`config.mk`:
```
export PLATFORM = sky130hd
export DESIGN_NAME = proximity_motor_speed_controller_core
export DESIGN_NICKNAME = d
export VERILOG_FILES = /design/src/hw/rtl/pmsc_pkg.sv /design/src/hw/rtl/proximity_motor_speed_controller_core.sv /design/src/hw/rtl/pmsc_front.sv /design/src/hw/rtl/pmsc_queue.sv /design/src/hw/rtl/pmsc_back.sv
export VERILOG_INCLUDE_DIRS = /design/src /design/src/hw/rtl
export SDC_FILE = /design/constraint.sdc
export NUM_CORES = 1
export LEC_CHECK = 0
export BUFFER_PORTS_ARGS = -buffer_cell sky130_fd_sc_hd__buf_4
export CAP_MARGIN = 0
export CORE_UTILIZATION = 36
export DETAILED_ROUTE_END_ITERATION = 10
export PLACE_DENSITY = 0.57
export SYNTH_ARGS = -nofsm -noshare
export SYNTH_HDL_FRONTEND = slang
export SYNTH_SLANG_ARGS = --single-unit
```
`constraint.sdc`:
```
create_clock -name clk -period 23.2 [get_ports clk]
set_clock_uncertainty 0.2 [all_clocks]
set_input_delay 1.16 -clock clk [delete_from_list [all_inputs] [get_ports clk]]
set_output_delay 1.16 -clock clk [all_outputs]
set_load 0.02 [all_outputs]
```
`src/hw/rtl/proximity_motor_speed_controller_core_assert.svh`:
```
// ----------------------------------------------------------------------------
// Proximity motor speed controller - assertion macros
// Concurrent checks on the core, sampled at the rising clock edge and
// disabled while reset is held.
// ----------------------------------------------------------------------------
`ifndef PROXIMITY_MOTOR_SPEED_CONTROLLER_CORE_ASSERT_SVH
`define PROXIMITY_MOTOR_SPEED_CONTROLLER_CORE_ASSERT_SVH

// check a consequent in the same cycle as its antecedent
`define PMSC_ASSERT_SAME(label, ante, cons) \
    label: assert property (@(posedge clk) disable iff (!rst_n) (ante) |-> (cons)) \
        else $error("pmsc check failed in the same cycle");

// check a consequent in the cycle after its antecedent
`define PMSC_ASSERT_NEXT(label, ante, cons) \
    label: assert property (@(posedge clk) disable iff (!rst_n) (ante) |=> (cons)) \
        else $error("pmsc check failed one cycle later");

`endif

```
`src/hw/rtl/pmsc_pkg.sv`:
```
// ----------------------------------------------------------------------------
// pmsc_pkg
// Types and constants shared by the proximity motor speed controller.
// ----------------------------------------------------------------------------
package pmsc_pkg;

    localparam int unsigned CFG_INDEX_W = 3;
    localparam int unsigned CFG_DATA_W  = 16;

    localparam logic [CFG_INDEX_W-1:0] CFG_NEAR_LIMIT    = 3'd0;
    localparam logic [CFG_INDEX_W-1:0] CFG_FAR_LIMIT     = 3'd1;
    localparam logic [CFG_INDEX_W-1:0] CFG_STOP_HOLD     = 3'd2;
    localparam logic [CFG_INDEX_W-1:0] CFG_REVERSE_HOLD  = 3'd3;
    localparam logic [CFG_INDEX_W-1:0] CFG_MANEUVER_SPD  = 3'd4;
    localparam logic [CFG_INDEX_W-1:0] CFG_DEADBAND      = 3'd5;
    localparam logic [CFG_INDEX_W-1:0] CFG_PING_INTERVAL = 3'd6;

    localparam logic [8:0]  RST_NEAR_LIMIT    = 9'd5;
    localparam logic [8:0]  RST_FAR_LIMIT     = 9'd60;
    localparam logic [15:0] RST_STOP_HOLD     = 16'd500;
    localparam logic [15:0] RST_REVERSE_HOLD  = 16'd200;
    localparam logic [6:0]  RST_MANEUVER_SPD  = 7'd20;
    localparam logic [6:0]  RST_DEADBAND      = 7'd3;
    localparam logic [15:0] RST_PING_INTERVAL = 16'd50;

    // echo_us / 58 as (echo_us * ECHO_RECIP) >> 21, exact for 15-bit echoes
    localparam logic [15:0] ECHO_RECIP = 16'd36158;
    localparam logic [9:0]  MIN_CM     = 10'd2;
    localparam logic [9:0]  MAX_CM     = 10'd400;

    localparam logic [6:0]        MAX_PERCENT   = 7'd100;
    localparam logic [6:0]        HALF_PERCENT  = 7'd50;
    localparam logic signed [7:0] FULL_SPEED    = 8'sd100;
    localparam logic [15:0]       PERCENT_SCALE = 16'd100;

    // duty = (x * 254) / 99 as ((x * 254) * DUTY_RECIP) >> 22
    localparam logic [14:0] DUTY_SCALE = 15'd254;
    localparam logic [15:0] DUTY_RECIP = 16'd42367;
    // n / 10 as (n * TENTH_RECIP) >> 11 for n up to 50
    localparam logic [7:0]  TENTH_RECIP = 8'd205;
    localparam logic [7:0]  LED_FULL    = 8'd255;
    localparam logic [7:0]  LED_STEP    = 8'd5;

    localparam int unsigned DIV_STEPS = 16;

    typedef enum logic [1:0] {
        MODE_CRUISE  = 2'd0,
        MODE_STOP    = 2'd1,
        MODE_REVERSE = 2'd2,
        MODE_SLOW    = 2'd3
    } mode_t;

    typedef enum logic {
        SPD_FIXED,
        SPD_SCALED
    } spd_kind_t;

    typedef enum logic {
        FRONT_IDLE,
        FRONT_CLASSIFY
    } front_state_t;

    typedef enum logic [1:0] {
        BACK_IDLE,
        BACK_DIV,
        BACK_MAP,
        BACK_FINISH
    } back_state_t;

    typedef struct packed {
        logic [31:0] time_ms;
        logic [14:0] echo_us;
    } in_item_t;

    typedef struct packed {
        logic [8:0]        distance_cm;
        logic              pinged;
        mode_t             mode;
        logic signed [7:0] speed_percent;
        logic [7:0]        forward_pwm;
        logic [7:0]        reverse_pwm;
        logic              drive_changed;
        logic [7:0]        led_red;
        logic [7:0]        led_green;
    } out_item_t;

    typedef struct packed {
        logic [8:0]  near_limit_cm;
        logic [8:0]  far_limit_cm;
        logic [15:0] stop_hold_ms;
        logic [15:0] reverse_hold_ms;
        logic [6:0]  maneuver_speed;
        logic [6:0]  deadband_percent;
        logic [15:0] ping_interval_ms;
    } cfg_t;

    typedef struct packed {
        logic [8:0]        distance_cm;
        logic              pinged;
        mode_t             mode;
        spd_kind_t         kind;
        logic signed [7:0] spd_fixed;
        logic [15:0]       num;
        logic [8:0]        den;
    } job_t;

endpackage

```
`src/hw/rtl/proximity_motor_speed_controller_core.sv`:
```
// ----------------------------------------------------------------------------
// proximity_motor_speed_controller_core
// Obstacle-aware motor speed controller: one result per control tick.
// ----------------------------------------------------------------------------
// channel  | role   | handshake          | payload
// cfg      | write  | cfg_we             | cfg_index, cfg_data
// in       | sink   | in_valid/in_ready  | in_item (time_ms, echo_us)
// out      | source | out_valid/out_ready| out_item (distance .. led_green)
//
// The front takes no new tick until its last one is in the queue; the back
// runs idle, map and finish per tick, with its 16-step divider when scaled.
// A 2-entry queue and the output register let either side stall alone.
// Reset loads the register defaults, clears the control state and sets the last speed to full, at once.
// ----------------------------------------------------------------------------
module proximity_motor_speed_controller_core #(
    parameter int unsigned QUEUE_DEPTH = 2
) (
    input  logic                                clk,
    input  logic                                rst_n,
    input  logic                                cfg_we,
    input  logic [pmsc_pkg::CFG_INDEX_W-1:0]    cfg_index,
    input  logic [pmsc_pkg::CFG_DATA_W-1:0]     cfg_data,
    input  logic                                in_valid,
    output logic                                in_ready,
    input  pmsc_pkg::in_item_t                  in_item,
    output logic                                out_valid,
    input  logic                                out_ready,
    output pmsc_pkg::out_item_t                 out_item
);

`include "proximity_motor_speed_controller_core_assert.svh"

    pmsc_pkg::cfg_t cfg_reg;
    logic           push_valid;
    logic           push_ready;
    pmsc_pkg::job_t push_job;
    logic           pop_valid;
    logic           pop_ready;
    pmsc_pkg::job_t pop_job;

    always_ff @(posedge clk or negedge rst_n)
    begin
        if (!rst_n)
        begin
            cfg_reg.near_limit_cm    <= pmsc_pkg::RST_NEAR_LIMIT;
            cfg_reg.far_limit_cm     <= pmsc_pkg::RST_FAR_LIMIT;
            cfg_reg.stop_hold_ms     <= pmsc_pkg::RST_STOP_HOLD;
            cfg_reg.reverse_hold_ms  <= pmsc_pkg::RST_REVERSE_HOLD;
            cfg_reg.maneuver_speed   <= pmsc_pkg::RST_MANEUVER_SPD;
            cfg_reg.deadband_percent <= pmsc_pkg::RST_DEADBAND;
            cfg_reg.ping_interval_ms <= pmsc_pkg::RST_PING_INTERVAL;
        end
        else if (cfg_we)
        begin
            unique case (cfg_index)
                pmsc_pkg::CFG_NEAR_LIMIT:    cfg_reg.near_limit_cm    <= cfg_data[8:0];
                pmsc_pkg::CFG_FAR_LIMIT:     cfg_reg.far_limit_cm     <= cfg_data[8:0];
                pmsc_pkg::CFG_STOP_HOLD:     cfg_reg.stop_hold_ms     <= cfg_data;
                pmsc_pkg::CFG_REVERSE_HOLD:  cfg_reg.reverse_hold_ms  <= cfg_data;
                pmsc_pkg::CFG_MANEUVER_SPD:  cfg_reg.maneuver_speed   <= cfg_data[6:0];
                pmsc_pkg::CFG_DEADBAND:      cfg_reg.deadband_percent <= cfg_data[6:0];
                pmsc_pkg::CFG_PING_INTERVAL: cfg_reg.ping_interval_ms <= cfg_data;
                default:
                begin
                end
            endcase
        end
    end

    pmsc_front u_front (
        .clk        (clk),
        .rst_n      (rst_n),
        .cfg        (cfg_reg),
        .in_valid   (in_valid),
        .in_ready   (in_ready),
        .in_item    (in_item),
        .push_valid (push_valid),
        .push_ready (push_ready),
        .push_job   (push_job)
    );

    pmsc_queue #(
        .DEPTH (QUEUE_DEPTH)
    ) u_queue (
        .clk        (clk),
        .rst_n      (rst_n),
        .push_valid (push_valid),
        .push_ready (push_ready),
        .push_job   (push_job),
        .pop_valid  (pop_valid),
        .pop_ready  (pop_ready),
        .pop_job    (pop_job)
    );

    pmsc_back u_back (
        .clk              (clk),
        .rst_n            (rst_n),
        .deadband_percent (cfg_reg.deadband_percent),
        .pop_valid        (pop_valid),
        .pop_ready        (pop_ready),
        .pop_job          (pop_job),
        .out_valid        (out_valid),
        .out_ready        (out_ready),
        .out_item         (out_item)
    );

    `PMSC_ASSERT_SAME(a_pwm_one_side, out_valid, (out_item.forward_pwm == 8'd0) || (out_item.reverse_pwm == 8'd0))
    `PMSC_ASSERT_SAME(a_stop_is_still, out_valid && (out_item.mode == pmsc_pkg::MODE_STOP), (out_item.speed_percent == 8'sd0) && (out_item.forward_pwm == 8'd0) && (out_item.reverse_pwm == 8'd0))
    `PMSC_ASSERT_SAME(a_speed_range, out_valid, (out_item.speed_percent <= 8'sd100) && (out_item.speed_percent >= -8'sd100))
    `PMSC_ASSERT_NEXT(a_front_busy, in_valid && in_ready, !in_ready)

endmodule

```
`src/hw/rtl/pmsc_front.sv`:
```
// ----------------------------------------------------------------------------
// pmsc_front
// Takes one control tick, samples the echo, runs the manoeuvre state and
// hands a classified job to the queue.
// ----------------------------------------------------------------------------
module pmsc_front (
    input  logic              clk,
    input  logic              rst_n,
    input  pmsc_pkg::cfg_t    cfg,
    input  logic              in_valid,
    output logic              in_ready,
    input  pmsc_pkg::in_item_t in_item,
    output logic              push_valid,
    input  logic              push_ready,
    output pmsc_pkg::job_t    push_job
);

    pmsc_pkg::front_state_t state_reg, state_next;
    pmsc_pkg::mode_t        mode_reg, mode_next;
    logic [31:0]            time_reg;
    logic [14:0]            echo_reg;
    logic [31:0]            mode_start_reg, mode_start_next;
    logic [31:0]            last_ping_reg;
    logic [8:0]             held_dist_reg;

    logic [30:0]       echo_prod;
    logic [9:0]        echo_cm;
    logic [8:0]        sample_cm;
    logic [31:0]       ping_elapsed;
    logic [31:0]       mode_elapsed;
    logic              do_ping;
    logic [8:0]        range_cm;
    logic              near_hit;
    logic [6:0]        msp;
    logic signed [7:0] msp_s;
    logic [8:0]        offset;
    logic              full_speed;
    logic              push_fire;

    always_comb
    begin
        state_next = state_reg;
        unique case (state_reg)
            pmsc_pkg::FRONT_IDLE:
            begin
                if (in_valid)
                begin
                    state_next = pmsc_pkg::FRONT_CLASSIFY;
                end
            end
            pmsc_pkg::FRONT_CLASSIFY:
            begin
                if (push_ready)
                begin
                    state_next = pmsc_pkg::FRONT_IDLE;
                end
            end
            default:
            begin
                state_next = pmsc_pkg::FRONT_IDLE;
            end
        endcase
    end

    always_comb
    begin
        in_ready   = (state_reg == pmsc_pkg::FRONT_IDLE);
        push_valid = (state_reg == pmsc_pkg::FRONT_CLASSIFY);
    end

    assign push_fire = push_valid && push_ready;

    always_comb
    begin
        echo_prod    = 31'(echo_reg) * 31'(pmsc_pkg::ECHO_RECIP);
        echo_cm      = echo_prod[30:21];
        sample_cm    = ((echo_reg != 15'd0) && (echo_cm >= pmsc_pkg::MIN_CM)
                        && (echo_cm <= pmsc_pkg::MAX_CM)) ? echo_cm[8:0] : 9'd0;
        ping_elapsed = time_reg - last_ping_reg;
        mode_elapsed = time_reg - mode_start_reg;
        do_ping      = (ping_elapsed >= {16'd0, cfg.ping_interval_ms});
        range_cm     = do_ping ? sample_cm : held_dist_reg;
        near_hit     = (range_cm != 9'd0) && (range_cm <= cfg.near_limit_cm);
        msp          = (cfg.maneuver_speed > pmsc_pkg::MAX_PERCENT)
                       ? pmsc_pkg::MAX_PERCENT : cfg.maneuver_speed;
        msp_s        = $signed({1'b0, msp});
        offset       = range_cm - cfg.near_limit_cm;
        full_speed   = (range_cm == 9'd0) || (range_cm >= cfg.far_limit_cm)
                       || (cfg.far_limit_cm <= cfg.near_limit_cm)
                       || (range_cm < cfg.near_limit_cm);
    end

    always_comb
    begin
        mode_next            = mode_reg;
        mode_start_next      = mode_start_reg;
        push_job.distance_cm = range_cm;
        push_job.pinged      = do_ping;
        push_job.kind        = pmsc_pkg::SPD_FIXED;
        push_job.spd_fixed   = 8'sd0;
        push_job.num         = 16'(offset) * pmsc_pkg::PERCENT_SCALE;
        push_job.den         = cfg.far_limit_cm - cfg.near_limit_cm;
        if (near_hit)
        begin
            unique case (mode_reg)
                pmsc_pkg::MODE_CRUISE:
                begin
                    mode_next       = pmsc_pkg::MODE_STOP;
                    mode_start_next = time_reg;
                end
                pmsc_pkg::MODE_STOP:
                begin
                    if (mode_elapsed >= {16'd0, cfg.stop_hold_ms})
                    begin
                        mode_next       = pmsc_pkg::MODE_REVERSE;
                        mode_start_next = time_reg;
                    end
                end
                pmsc_pkg::MODE_REVERSE:
                begin
                    push_job.spd_fixed = -msp_s;
                    if (mode_elapsed >= {16'd0, cfg.reverse_hold_ms})
                    begin
                        mode_next       = pmsc_pkg::MODE_SLOW;
                        mode_start_next = time_reg;
                    end
                end
                pmsc_pkg::MODE_SLOW:
                begin
                    push_job.spd_fixed = msp_s;
                    if (range_cm > cfg.far_limit_cm)
                    begin
                        mode_next = pmsc_pkg::MODE_CRUISE;
                    end
                end
                default:
                begin
                    mode_next = pmsc_pkg::MODE_CRUISE;
                end
            endcase
        end
        else
        begin
            mode_next       = pmsc_pkg::MODE_CRUISE;
            mode_start_next = time_reg;
            if (full_speed)
            begin
                push_job.spd_fixed = pmsc_pkg::FULL_SPEED;
            end
            else
            begin
                push_job.kind = pmsc_pkg::SPD_SCALED;
            end
        end
        push_job.mode = mode_next;
    end

    always_ff @(posedge clk or negedge rst_n)
    begin
        if (!rst_n)
        begin
            state_reg      <= pmsc_pkg::FRONT_IDLE;
            mode_reg       <= pmsc_pkg::MODE_CRUISE;
            mode_start_reg <= 32'd0;
            last_ping_reg  <= 32'd0;
            held_dist_reg  <= 9'd0;
        end
        else
        begin
            state_reg <= state_next;
            if (push_fire)
            begin
                mode_reg       <= mode_next;
                mode_start_reg <= mode_start_next;
                if (do_ping)
                begin
                    last_ping_reg <= time_reg;
                    held_dist_reg <= sample_cm;
                end
            end
        end
    end

    always_ff @(posedge clk)
    begin
        if (in_valid && in_ready)
        begin
            time_reg <= in_item.time_ms;
            echo_reg <= in_item.echo_us;
        end
    end

endmodule

```
`src/hw/rtl/pmsc_queue.sv`:
```
// ----------------------------------------------------------------------------
// pmsc_queue
// Short first-in first-out queue of classified jobs between front and back.
// ----------------------------------------------------------------------------
module pmsc_queue #(
    parameter int unsigned DEPTH = 2
) (
    input  logic           clk,
    input  logic           rst_n,
    input  logic           push_valid,
    output logic           push_ready,
    input  pmsc_pkg::job_t push_job,
    output logic           pop_valid,
    input  logic           pop_ready,
    output pmsc_pkg::job_t pop_job
);

    localparam int unsigned PTR_W   = (DEPTH > 1) ? $clog2(DEPTH) : 1;
    localparam int unsigned COUNT_W = $clog2(DEPTH + 1);

    pmsc_pkg::job_t     mem_reg [DEPTH];
    logic [PTR_W-1:0]   wr_ptr_reg;
    logic [PTR_W-1:0]   rd_ptr_reg;
    logic [COUNT_W-1:0] count_reg;
    logic               push_fire;
    logic               pop_fire;

    assign push_ready = (count_reg != COUNT_W'(DEPTH));
    assign pop_valid  = (count_reg != '0);
    assign pop_job    = mem_reg[rd_ptr_reg];
    assign push_fire  = push_valid && push_ready;
    assign pop_fire   = pop_valid && pop_ready;

    always_ff @(posedge clk or negedge rst_n)
    begin
        if (!rst_n)
        begin
            wr_ptr_reg <= '0;
            rd_ptr_reg <= '0;
            count_reg  <= '0;
        end
        else
        begin
            if (push_fire)
            begin
                wr_ptr_reg <= (wr_ptr_reg == PTR_W'(DEPTH - 1)) ? '0 : wr_ptr_reg + 1'b1;
            end
            if (pop_fire)
            begin
                rd_ptr_reg <= (rd_ptr_reg == PTR_W'(DEPTH - 1)) ? '0 : rd_ptr_reg + 1'b1;
            end
            if (push_fire && !pop_fire)
            begin
                count_reg <= count_reg + 1'b1;
            end
            else if (pop_fire && !push_fire)
            begin
                count_reg <= count_reg - 1'b1;
            end
        end
    end

    always_ff @(posedge clk)
    begin
        if (push_fire)
        begin
            mem_reg[wr_ptr_reg] <= push_job;
        end
    end

endmodule

```
`src/hw/rtl/pmsc_back.sv`:
```
// ----------------------------------------------------------------------------
// pmsc_back
// Works out the speed of a job (serial divide where scaled), applies the
// deadband and maps the result to PWM duty and LED levels.
// ----------------------------------------------------------------------------
module pmsc_back (
    input  logic                clk,
    input  logic                rst_n,
    input  logic [6:0]          deadband_percent,
    input  logic                pop_valid,
    output logic                pop_ready,
    input  pmsc_pkg::job_t      pop_job,
    output logic                out_valid,
    input  logic                out_ready,
    output pmsc_pkg::out_item_t out_item
);

    localparam int unsigned STEP_W = $clog2(pmsc_pkg::DIV_STEPS);

    pmsc_pkg::back_state_t state_reg, state_next;
    pmsc_pkg::job_t        job_reg;
    logic [15:0]           quot_reg;
    logic [8:0]            rem_reg;
    logic [STEP_W-1:0]     step_reg;
    logic signed [7:0]     spd_reg;
    logic [6:0]            mag_reg;
    logic                  db_zero_reg;
    logic [14:0]           duty_prod_reg;
    logic signed [7:0]     prev_speed_reg;
    logic                  out_valid_reg;
    pmsc_pkg::out_item_t   out_item_reg;

    logic [9:0]        rem_shift;
    logic              rem_ge;
    logic signed [7:0] spd_sel;
    logic [6:0]        mag_sel;
    logic [30:0]       duty_full;
    logic [7:0]        duty;
    logic              led_low;
    logic [6:0]        led_n;
    logic [14:0]       tenth_prod;
    logic [7:0]        led_ramp;
    logic signed [7:0] db_speed;
    logic              pop_fire;
    logic              load_out;
    pmsc_pkg::out_item_t result;

    always_comb
    begin
        state_next = state_reg;
        unique case (state_reg)
            pmsc_pkg::BACK_IDLE:
            begin
                if (pop_valid)
                begin
                    state_next = (pop_job.kind == pmsc_pkg::SPD_SCALED)
                                 ? pmsc_pkg::BACK_DIV : pmsc_pkg::BACK_MAP;
                end
            end
            pmsc_pkg::BACK_DIV:
            begin
                if (step_reg == STEP_W'(pmsc_pkg::DIV_STEPS - 1))
                begin
                    state_next = pmsc_pkg::BACK_MAP;
                end
            end
            pmsc_pkg::BACK_MAP:
            begin
                state_next = pmsc_pkg::BACK_FINISH;
            end
            pmsc_pkg::BACK_FINISH:
            begin
                if (!out_valid_reg || out_ready)
                begin
                    state_next = pmsc_pkg::BACK_IDLE;
                end
            end
            default:
            begin
                state_next = pmsc_pkg::BACK_IDLE;
            end
        endcase
    end

    always_comb
    begin
        pop_ready = (state_reg == pmsc_pkg::BACK_IDLE);
        load_out  = (state_reg == pmsc_pkg::BACK_FINISH) && (!out_valid_reg || out_ready);
    end

    assign pop_fire  = pop_valid && pop_ready;
    assign out_valid = out_valid_reg;
    assign out_item  = out_item_reg;

    always_comb
    begin
        rem_shift = {rem_reg, quot_reg[15]};
        rem_ge    = (rem_shift >= {1'b0, job_reg.den});
        spd_sel   = (job_reg.kind == pmsc_pkg::SPD_SCALED)
                    ? $signed({quot_reg[7:1], 1'b0}) : job_reg.spd_fixed;
        mag_sel   = spd_sel[7] ? 7'(-spd_sel) : spd_sel[6:0];
    end

    always_comb
    begin
        duty_full  = 31'(duty_prod_reg) * 31'(pmsc_pkg::DUTY_RECIP);
        duty       = duty_full[29:22] + 8'd1;
        led_low    = (mag_reg <= pmsc_pkg::HALF_PERCENT);
        led_n      = led_low ? mag_reg : (pmsc_pkg::MAX_PERCENT - mag_reg);
        tenth_prod = 15'(led_n) * 15'(pmsc_pkg::TENTH_RECIP);
        led_ramp   = 8'(led_n) * pmsc_pkg::LED_STEP + 8'(tenth_prod[14:11]);
        db_speed   = db_zero_reg ? 8'sd0 : spd_reg;

        result.distance_cm   = job_reg.distance_cm;
        result.pinged        = job_reg.pinged;
        result.mode          = job_reg.mode;
        result.speed_percent = spd_reg;
        result.forward_pwm   = (!db_zero_reg && !spd_reg[7]) ? duty : 8'd0;
        result.reverse_pwm   = (!db_zero_reg && spd_reg[7]) ? duty : 8'd0;
        result.drive_changed = (db_speed != prev_speed_reg);
        result.led_red       = led_low ? pmsc_pkg::LED_FULL : led_ramp;
        result.led_green     = led_low ? led_ramp : pmsc_pkg::LED_FULL;
    end

    always_ff @(posedge clk or negedge rst_n)
    begin
        if (!rst_n)
        begin
            state_reg      <= pmsc_pkg::BACK_IDLE;
            prev_speed_reg <= pmsc_pkg::FULL_SPEED;
            out_valid_reg  <= 1'b0;
        end
        else
        begin
            state_reg <= state_next;
            if (load_out)
            begin
                out_valid_reg  <= 1'b1;
                prev_speed_reg <= spd_reg;
            end
            else if (out_ready)
            begin
                out_valid_reg <= 1'b0;
            end
        end
    end

    always_ff @(posedge clk)
    begin
        if (pop_fire)
        begin
            job_reg  <= pop_job;
            quot_reg <= pop_job.num;
            rem_reg  <= 9'd0;
            step_reg <= '0;
        end
        else if (state_reg == pmsc_pkg::BACK_DIV)
        begin
            quot_reg <= {quot_reg[14:0], rem_ge};
            rem_reg  <= rem_ge ? 9'(rem_shift - {1'b0, job_reg.den}) : rem_shift[8:0];
            step_reg <= step_reg + 1'b1;
        end
        if (state_reg == pmsc_pkg::BACK_MAP)
        begin
            spd_reg       <= spd_sel;
            mag_reg       <= mag_sel;
            db_zero_reg   <= (mag_sel < deadband_percent) || (mag_sel == 7'd0);
            duty_prod_reg <= 15'(mag_sel - 7'd1) * pmsc_pkg::DUTY_SCALE;
        end
        if (load_out)
        begin
            out_item_reg <= result;
        end
    end

endmodule

```
## Yosys cells after proc, flatten, opt, wreduce, memory -nomap -nowiden

Memory sizes are Yosys's and may differ from the RTL's.
Index checks and enable logic that the tools add are counted.

- Add/subtract/negate cells: 16
- $mul: 6
- $lt $le $gt $ge: 14
- Equality and inequality tests: 21
- Multiplexer cells: 40
- Bitwise gates (word level): 1
- Reductions and logical operators: 42

Operator list:

| operator | number |
|---|---|
| greater-or-equal comparator 32 x 16 -> 1 bit | 3 |
| 2-to-1 mux 32 bit | 3 |
| case mux 32 bit (3 select lines) | 1 |
| subtractor 32 bit | 2 |
| 2-to-1 mux 16 bit | 2 |
| multiplier 15 x 15 -> 30 bit, second input constant | 1 |
| multiplier 14 x 16 -> 29 bit, second input constant | 1 |
| 2-to-1 mux 7 bit | 4 |
| 2-to-1 mux 9 bit | 3 |
| subtractor 9 bit | 3 |
| 2-to-1 mux 8 bit | 3 |
| 2-to-1 mux 2 bit | 10 |
| <= comparator 9 bit | 2 |
| case mux 2 bit (4 select lines) | 2 |
| case mux 8 bit (2 select lines) | 1 |
| AND reduction 2 bit | 8 |
| multiplier 15 x 7 -> 14 bit, second input constant | 1 |
| multiplier 7 x 8 -> 15 bit, second input constant | 1 |
| nonzero test 15 bit | 1 |
| multiplier 9 x 5 -> 14 bit, second input constant | 1 |
| logical AND 1 bit | 11 |
| greater-or-equal comparator 10 x 2 -> 1 bit, second input constant | 1 |
| greater-or-equal comparator 10 x 9 -> 1 bit | 1 |
| <= comparator 10 x 9 -> 1 bit, second input constant | 1 |
| other kinds (41) | 73 |

- Register bits: 360
- Memory bits (writable): 88
- Bits of input ports: 71
- Word-level logic and storage cells: 183
- Memories: 1

Memories:

| name | words | bits a word | rd ports | clocked after memory_dff | write ports | line | RTL |
|---|---|---|---|---|---|---|---|
| u_queue.mem_reg | 2 | 44 | 1 | 0 | 1 | pmsc_queue.sv:21 | `pmsc_pkg::job_t mem_reg [DEPTH];` |

## Logic depth before layout (Yosys ltp)

- Depth in word-level cells: 12
- Mapped depth: 45
- Gate-level depth less buffers: 45

## By module

A second synthesis with hierarchy kept.

- Cell total of the unflattened synthesis: 3449
- Area total of the unflattened synthesis: 36781.5 um2

Modules (own cells, without submodules):

| module | times used | cells each | area an instance (um2) | sequential area each (um2) |
|---|---|---|---|---|
| pmsc_front | 1 | 1856 | 16452.0 | 3313.2 |
| pmsc_back | 1 | 1255 | 13590.5 | 4383.0 |
| pmsc_queue | 1 | 161 | 3637.2 | 2862.7 |
| proximity_motor_speed_controller_core | 1 | 177 | 3101.7 | 2029.4 |

## Least setup slack after synthesis

No wires, ideal clock.

- Kind: register -> register
- Start: register u_front.echo_reg[12]
- End: memory u_queue.mem_reg[0][22] (netlist name) (data pin)
- Setup time: 0.264 ns
- Data arrival time: 9.941 ns
- Data required time: 22.736 ns
- Slack: 12.795 ns
- Stages on the path, launching flop included: 40
- Path buffers: 0
- Path through: edfxtp_1 fa_1 inv_1 fa_1 inv_1 fa_1 fa_1 fa_1 inv_1 fa_1 inv_1 ha_1 a21oi_1 o21ai_0 a221oi_1 nand3_1 a31oi_1 xnor2_1 [... 4 more ...] nor2b_1 o21ai_0 a21boi_0 o21ai_0 a21boi_0 nor2_1 ha_1 ha_1 inv_1 fa_1 inv_1 ha_1 a21oi_1 o21bai_1 a21oi_1 o21bai_1 a21oi_1 xnor2_1

RTL lines:

| item | line | RTL |
|---|---|---|
| start: declaration | pmsc_front.sv:21 | `logic [14:0] echo_reg;` |
| start signal: assignment | pmsc_front.sv:189 | `echo_reg <= in_item.echo_us;` |
| end: declaration | pmsc_queue.sv:21 |  |

==> run summary <==
The run finished with clean final reports. The global routing usage on met3 is 0.0242. The setup check on the worst reg-to-reg path leaves a slack of 11.48 ns.

Yosys instantiated no cell more often than inv_1. Among the stages of the critical path, the cell type that occurs most often is fa_1. For this run, the leading register cell type out of synthesis is edfxtp_1. The estimated wirelength of the detail-placed design came out at 68.6 mm. The class of the most critical setup path is reg -> reg. The worst path needs 11.72 ns of the cycle, external delays included. The number of top-level design ports is 126.

The clock latency reported for the late side of the worst-skew pair is 0.64 ns. The count of buffers added on input and output ports is 125. The number of standard cells after synthesis came out at 3573. Dividing the detail-routed wire length by the instance count gives 17.5 um. The register area share after synthesis is 0.341. The mean number of vias per cell came out at 5.11.

The endpoint type of the worst setup path is a register. The row count is 116. The buffer levels on the longest clock path is 3. Of all nets on the critical path, the largest fanout is 9. The y dimension of the die came out at 321 um.

The fill cell total of the finished layout came out at 9904. The count of TritonRoute iterations in the first routing pass came out at 6. In the final layout, the share of cells above drive strength 1 is 0.111. The register with the most flip-flops in the layout has 88 of them. The initial cell density of the core is 0.365.

The endpoint of the most critical setup path is u_queue.mem_reg[1][22]. The final critical-path share of the clock period is 0.505. The number of gates resized after cts is 0. The combined global-route utilization of all metal layers came out at 0.174. The number of antenna violations at the first check in global routing is 3. The end of the worst register-to-register path is u_queue.mem_reg[1][22]. In this run the most used layer during global routing was met2. Setup violations remaining at the end of the flow were counted as 0. The detailed-route wire length came out at 88.9 mm. The antenna violation net count after detailed routing is 0. The via count of the first global-routing pass came out at 26400.

Setup repair after global routing left no endpoint under its margin. The TritonCTS clock tree is yes. The number of buffers added to fix hold violations after cts came out at 0.

Registers take 0.0125 sq mm. Data arrives at the worst endpoint at 11.87 ns. The net count after synthesis came out at 4336. The biggest area contributor in the post-synthesis netlist is edfxtp_1.

The number of setup buffers added after CTS came out at 0. The number of H-tree levels is 2. The max-slew headroom at the worst pin is 0.258. The worst register-to-register path begins at u_front.echo_reg[12]. For the worst flop-to-flop path, the logic depth is 38. After floorplanning, the core was sized to cover 0.100 sq mm. Detailed routing inserted a total of 25965 vias. The kind of start point of the critical path is a register.

The post-synthesis cell area came out at 0.0366 sq mm. The pin count of the biggest net entering global routing is 66. The net total in the final layout came out at 4443. The tightest min-delay check is of the reg -> reg type. In the post-synthesis netlist, the biggest area contributors are edfxtp_1, ha_1, fa_1. The global routing usage on met2 is 0.293. The number of synthesized flops with an enable pin came out at 263. The accumulated negative setup slack is 0 ns.

The CTS buffer count came out at 54. The largest individual stage delay along the critical path comes from the cell nor4b_1. The first global-routing pass estimated 143 mm of wire. The number of different library cells in the post-synthesis netlist is 98. The synthesized area per cell came out at 10.2 sq um. The die extent in x is 321 um.

The clock root buffer is clkbuf_16. The max-slew violation count is 0. At the pin with the least slew margin, the transition time is 1.11 ns. The async set-or-reset flop fraction in the synthesized netlist came out at 0.383. The area growth from synthesis to layout is 11.8%. The most critical setup path has its startpoint at u_front.echo_reg[12].

The post-synthesis register bit count came out at 447. 0 antenna diodes ended up in the layout. In this design, the stage delay of the slowest critical-path cell is 0.82 ns.

The clock transition at the registers of the reported paths came out at 0.07 ns. The routability congestion estimate from global placement is 0.882. Across the run, the number of max-cap violations was 0. The count of endpoints failing hold in the final timing report came out at 0.

The met1 track demand over resource in global routing came out at 0.229. The worst endpoint required time is 23.35 ns. For this design, the sink count on the clock tree is 447. Sorting the synthesized cells by how often they occur yields inv_1, ha_1, edfxtp_1. The multi-input combinational cells in the finished layout cover a total of 0.0219 sq mm.

The area enclosed by the die boundary is 0.103 sq mm. The DRC violation total after the first TritonRoute iteration is 1528. The DRC violations left is 0.

The warning count from the yosys run is 0. The achievable clock frequency came out at 0.0853 GHz. The fraction of post-synthesis cell area in the top cell type by area is 0.216.

The overall overflow remaining after global route is 0.
[worst min-delay path by stage]
stage,from,to,slack [ns],cells after the start
after CTS,u_back.job_reg[37],u_back.out_item[44],0.22,0
after global placement,u_back.job_reg[45],u_back.out_item[52],0.20,0
after detailed placement,u_back.job_reg[37],u_back.out_item[44],0.20,0
final,u_back.job_reg[37],u_back.out_item[44],0.22,0
after global routing,u_back.job_reg[44],u_back.out_item[51],0.23,0
after floorplan,u_back.job_reg[34],u_back.out_item[41],0.20,0
[final cells by class]
cell class                 count  area share
tap                         1357      0.0415
timing repair buffer         149      0.0275
clock buffer                  68      0.0348
sequential                   447       0.305
inverter                     520      0.0477
clock inverter                34     0.00987
multi-input combinational   2508       0.534
[layout by cell type (no fill, tap or decap), types with 25 or more instances in the layout]
master | netlist | final
o21a_1 | 29 | 29
nor3_1 | 50 | 48
and2_1 | 55 | 54
xnor2_1 | 91 | 91
a211oi_1 | 32 | 32
mux2_2 | 103 | 103
mux2i_1 | 35 | 35
dfrtp_1 | 146 | 145
a21o_1 | 59 | 59
o21ai_0 | 245 | 244
o211ai_1 | 43 | 43
xor2_1 | 65 | 65
dfstp_2 | 25 | 25
nand3_1 | 28 | 28
edfxtp_1 | 263 | 263
a21oi_1 | 150 | 150
nor2_1 | 178 | 176
a32oi_1 | 36 | 35
nand2_1 | 226 | 226
ha_1 | 498 | 498
fa_1 | 194 | 194
nand2b_1 | 32 | 32
buf_4 | 0 | 148
inv_1 | 520 | 519
clkbuf_16 | 0 | 54
nand4_1 | 43 | 43
[layer usage]
metal,vias to the layer above,wire [um],share of wire
met5,-,27,0.00030
met4,4,3100,0.035
met3,142,3830,0.043
met2,524,41500,0.47
met1,12501,40400,0.45
li1,12794,-,-
[worst max-delay path: cells and delay by family (launching register included)]
family	cells	cell delay [ns]
AOI/OAI and AO/OA	14	3.29
adders and majority gates	12	5.28
buffers and inverters	6	0.29
xor gates and xnor gates	2	0.21
and+or+nand+nor	4	1.57
DFF	1	0.58
[metrics by stage]
step / instances / hold WS (ns) / instance area [sq um] / util / setup WS, ns
detailed placement: 4981 / 0.205 / 39100 / 0.389 / 11.58
finish: 5083 / 0.220 / 40900 / 0.407 / 11.48
global route: 5083 / 0.232 / 40900 / 0.407 / 10.61
global placement: 4981 / 0.201 / 39100 / 0.389 / 11.79
floorplan: 3573 / 0.200 / 36600 / - / 12.79
CTS: 5083 / 0.219 / 40900 / 0.407 / 11.54
[cell families after synthesis]
| logic type | count (synthesis) | share of synthesized area |
|---|---|---|
| AND/OR/NAND/NOR | 755 | 0.103 |
| buffers and inverters | 618 | 0.0646 |
| XOR/XNOR | 156 | 0.0373 |
| AO/OA/AOI/OAI | 765 | 0.136 |
| flip-flops | 447 | 0.341 |
| multiplexers | 138 | 0.0412 |
| adder cells (fa/ha/maj) | 694 | 0.277 |
Power is not shown: default switching activity piles up to over one toggle a cycle in this logic, so the estimate is an artifact.
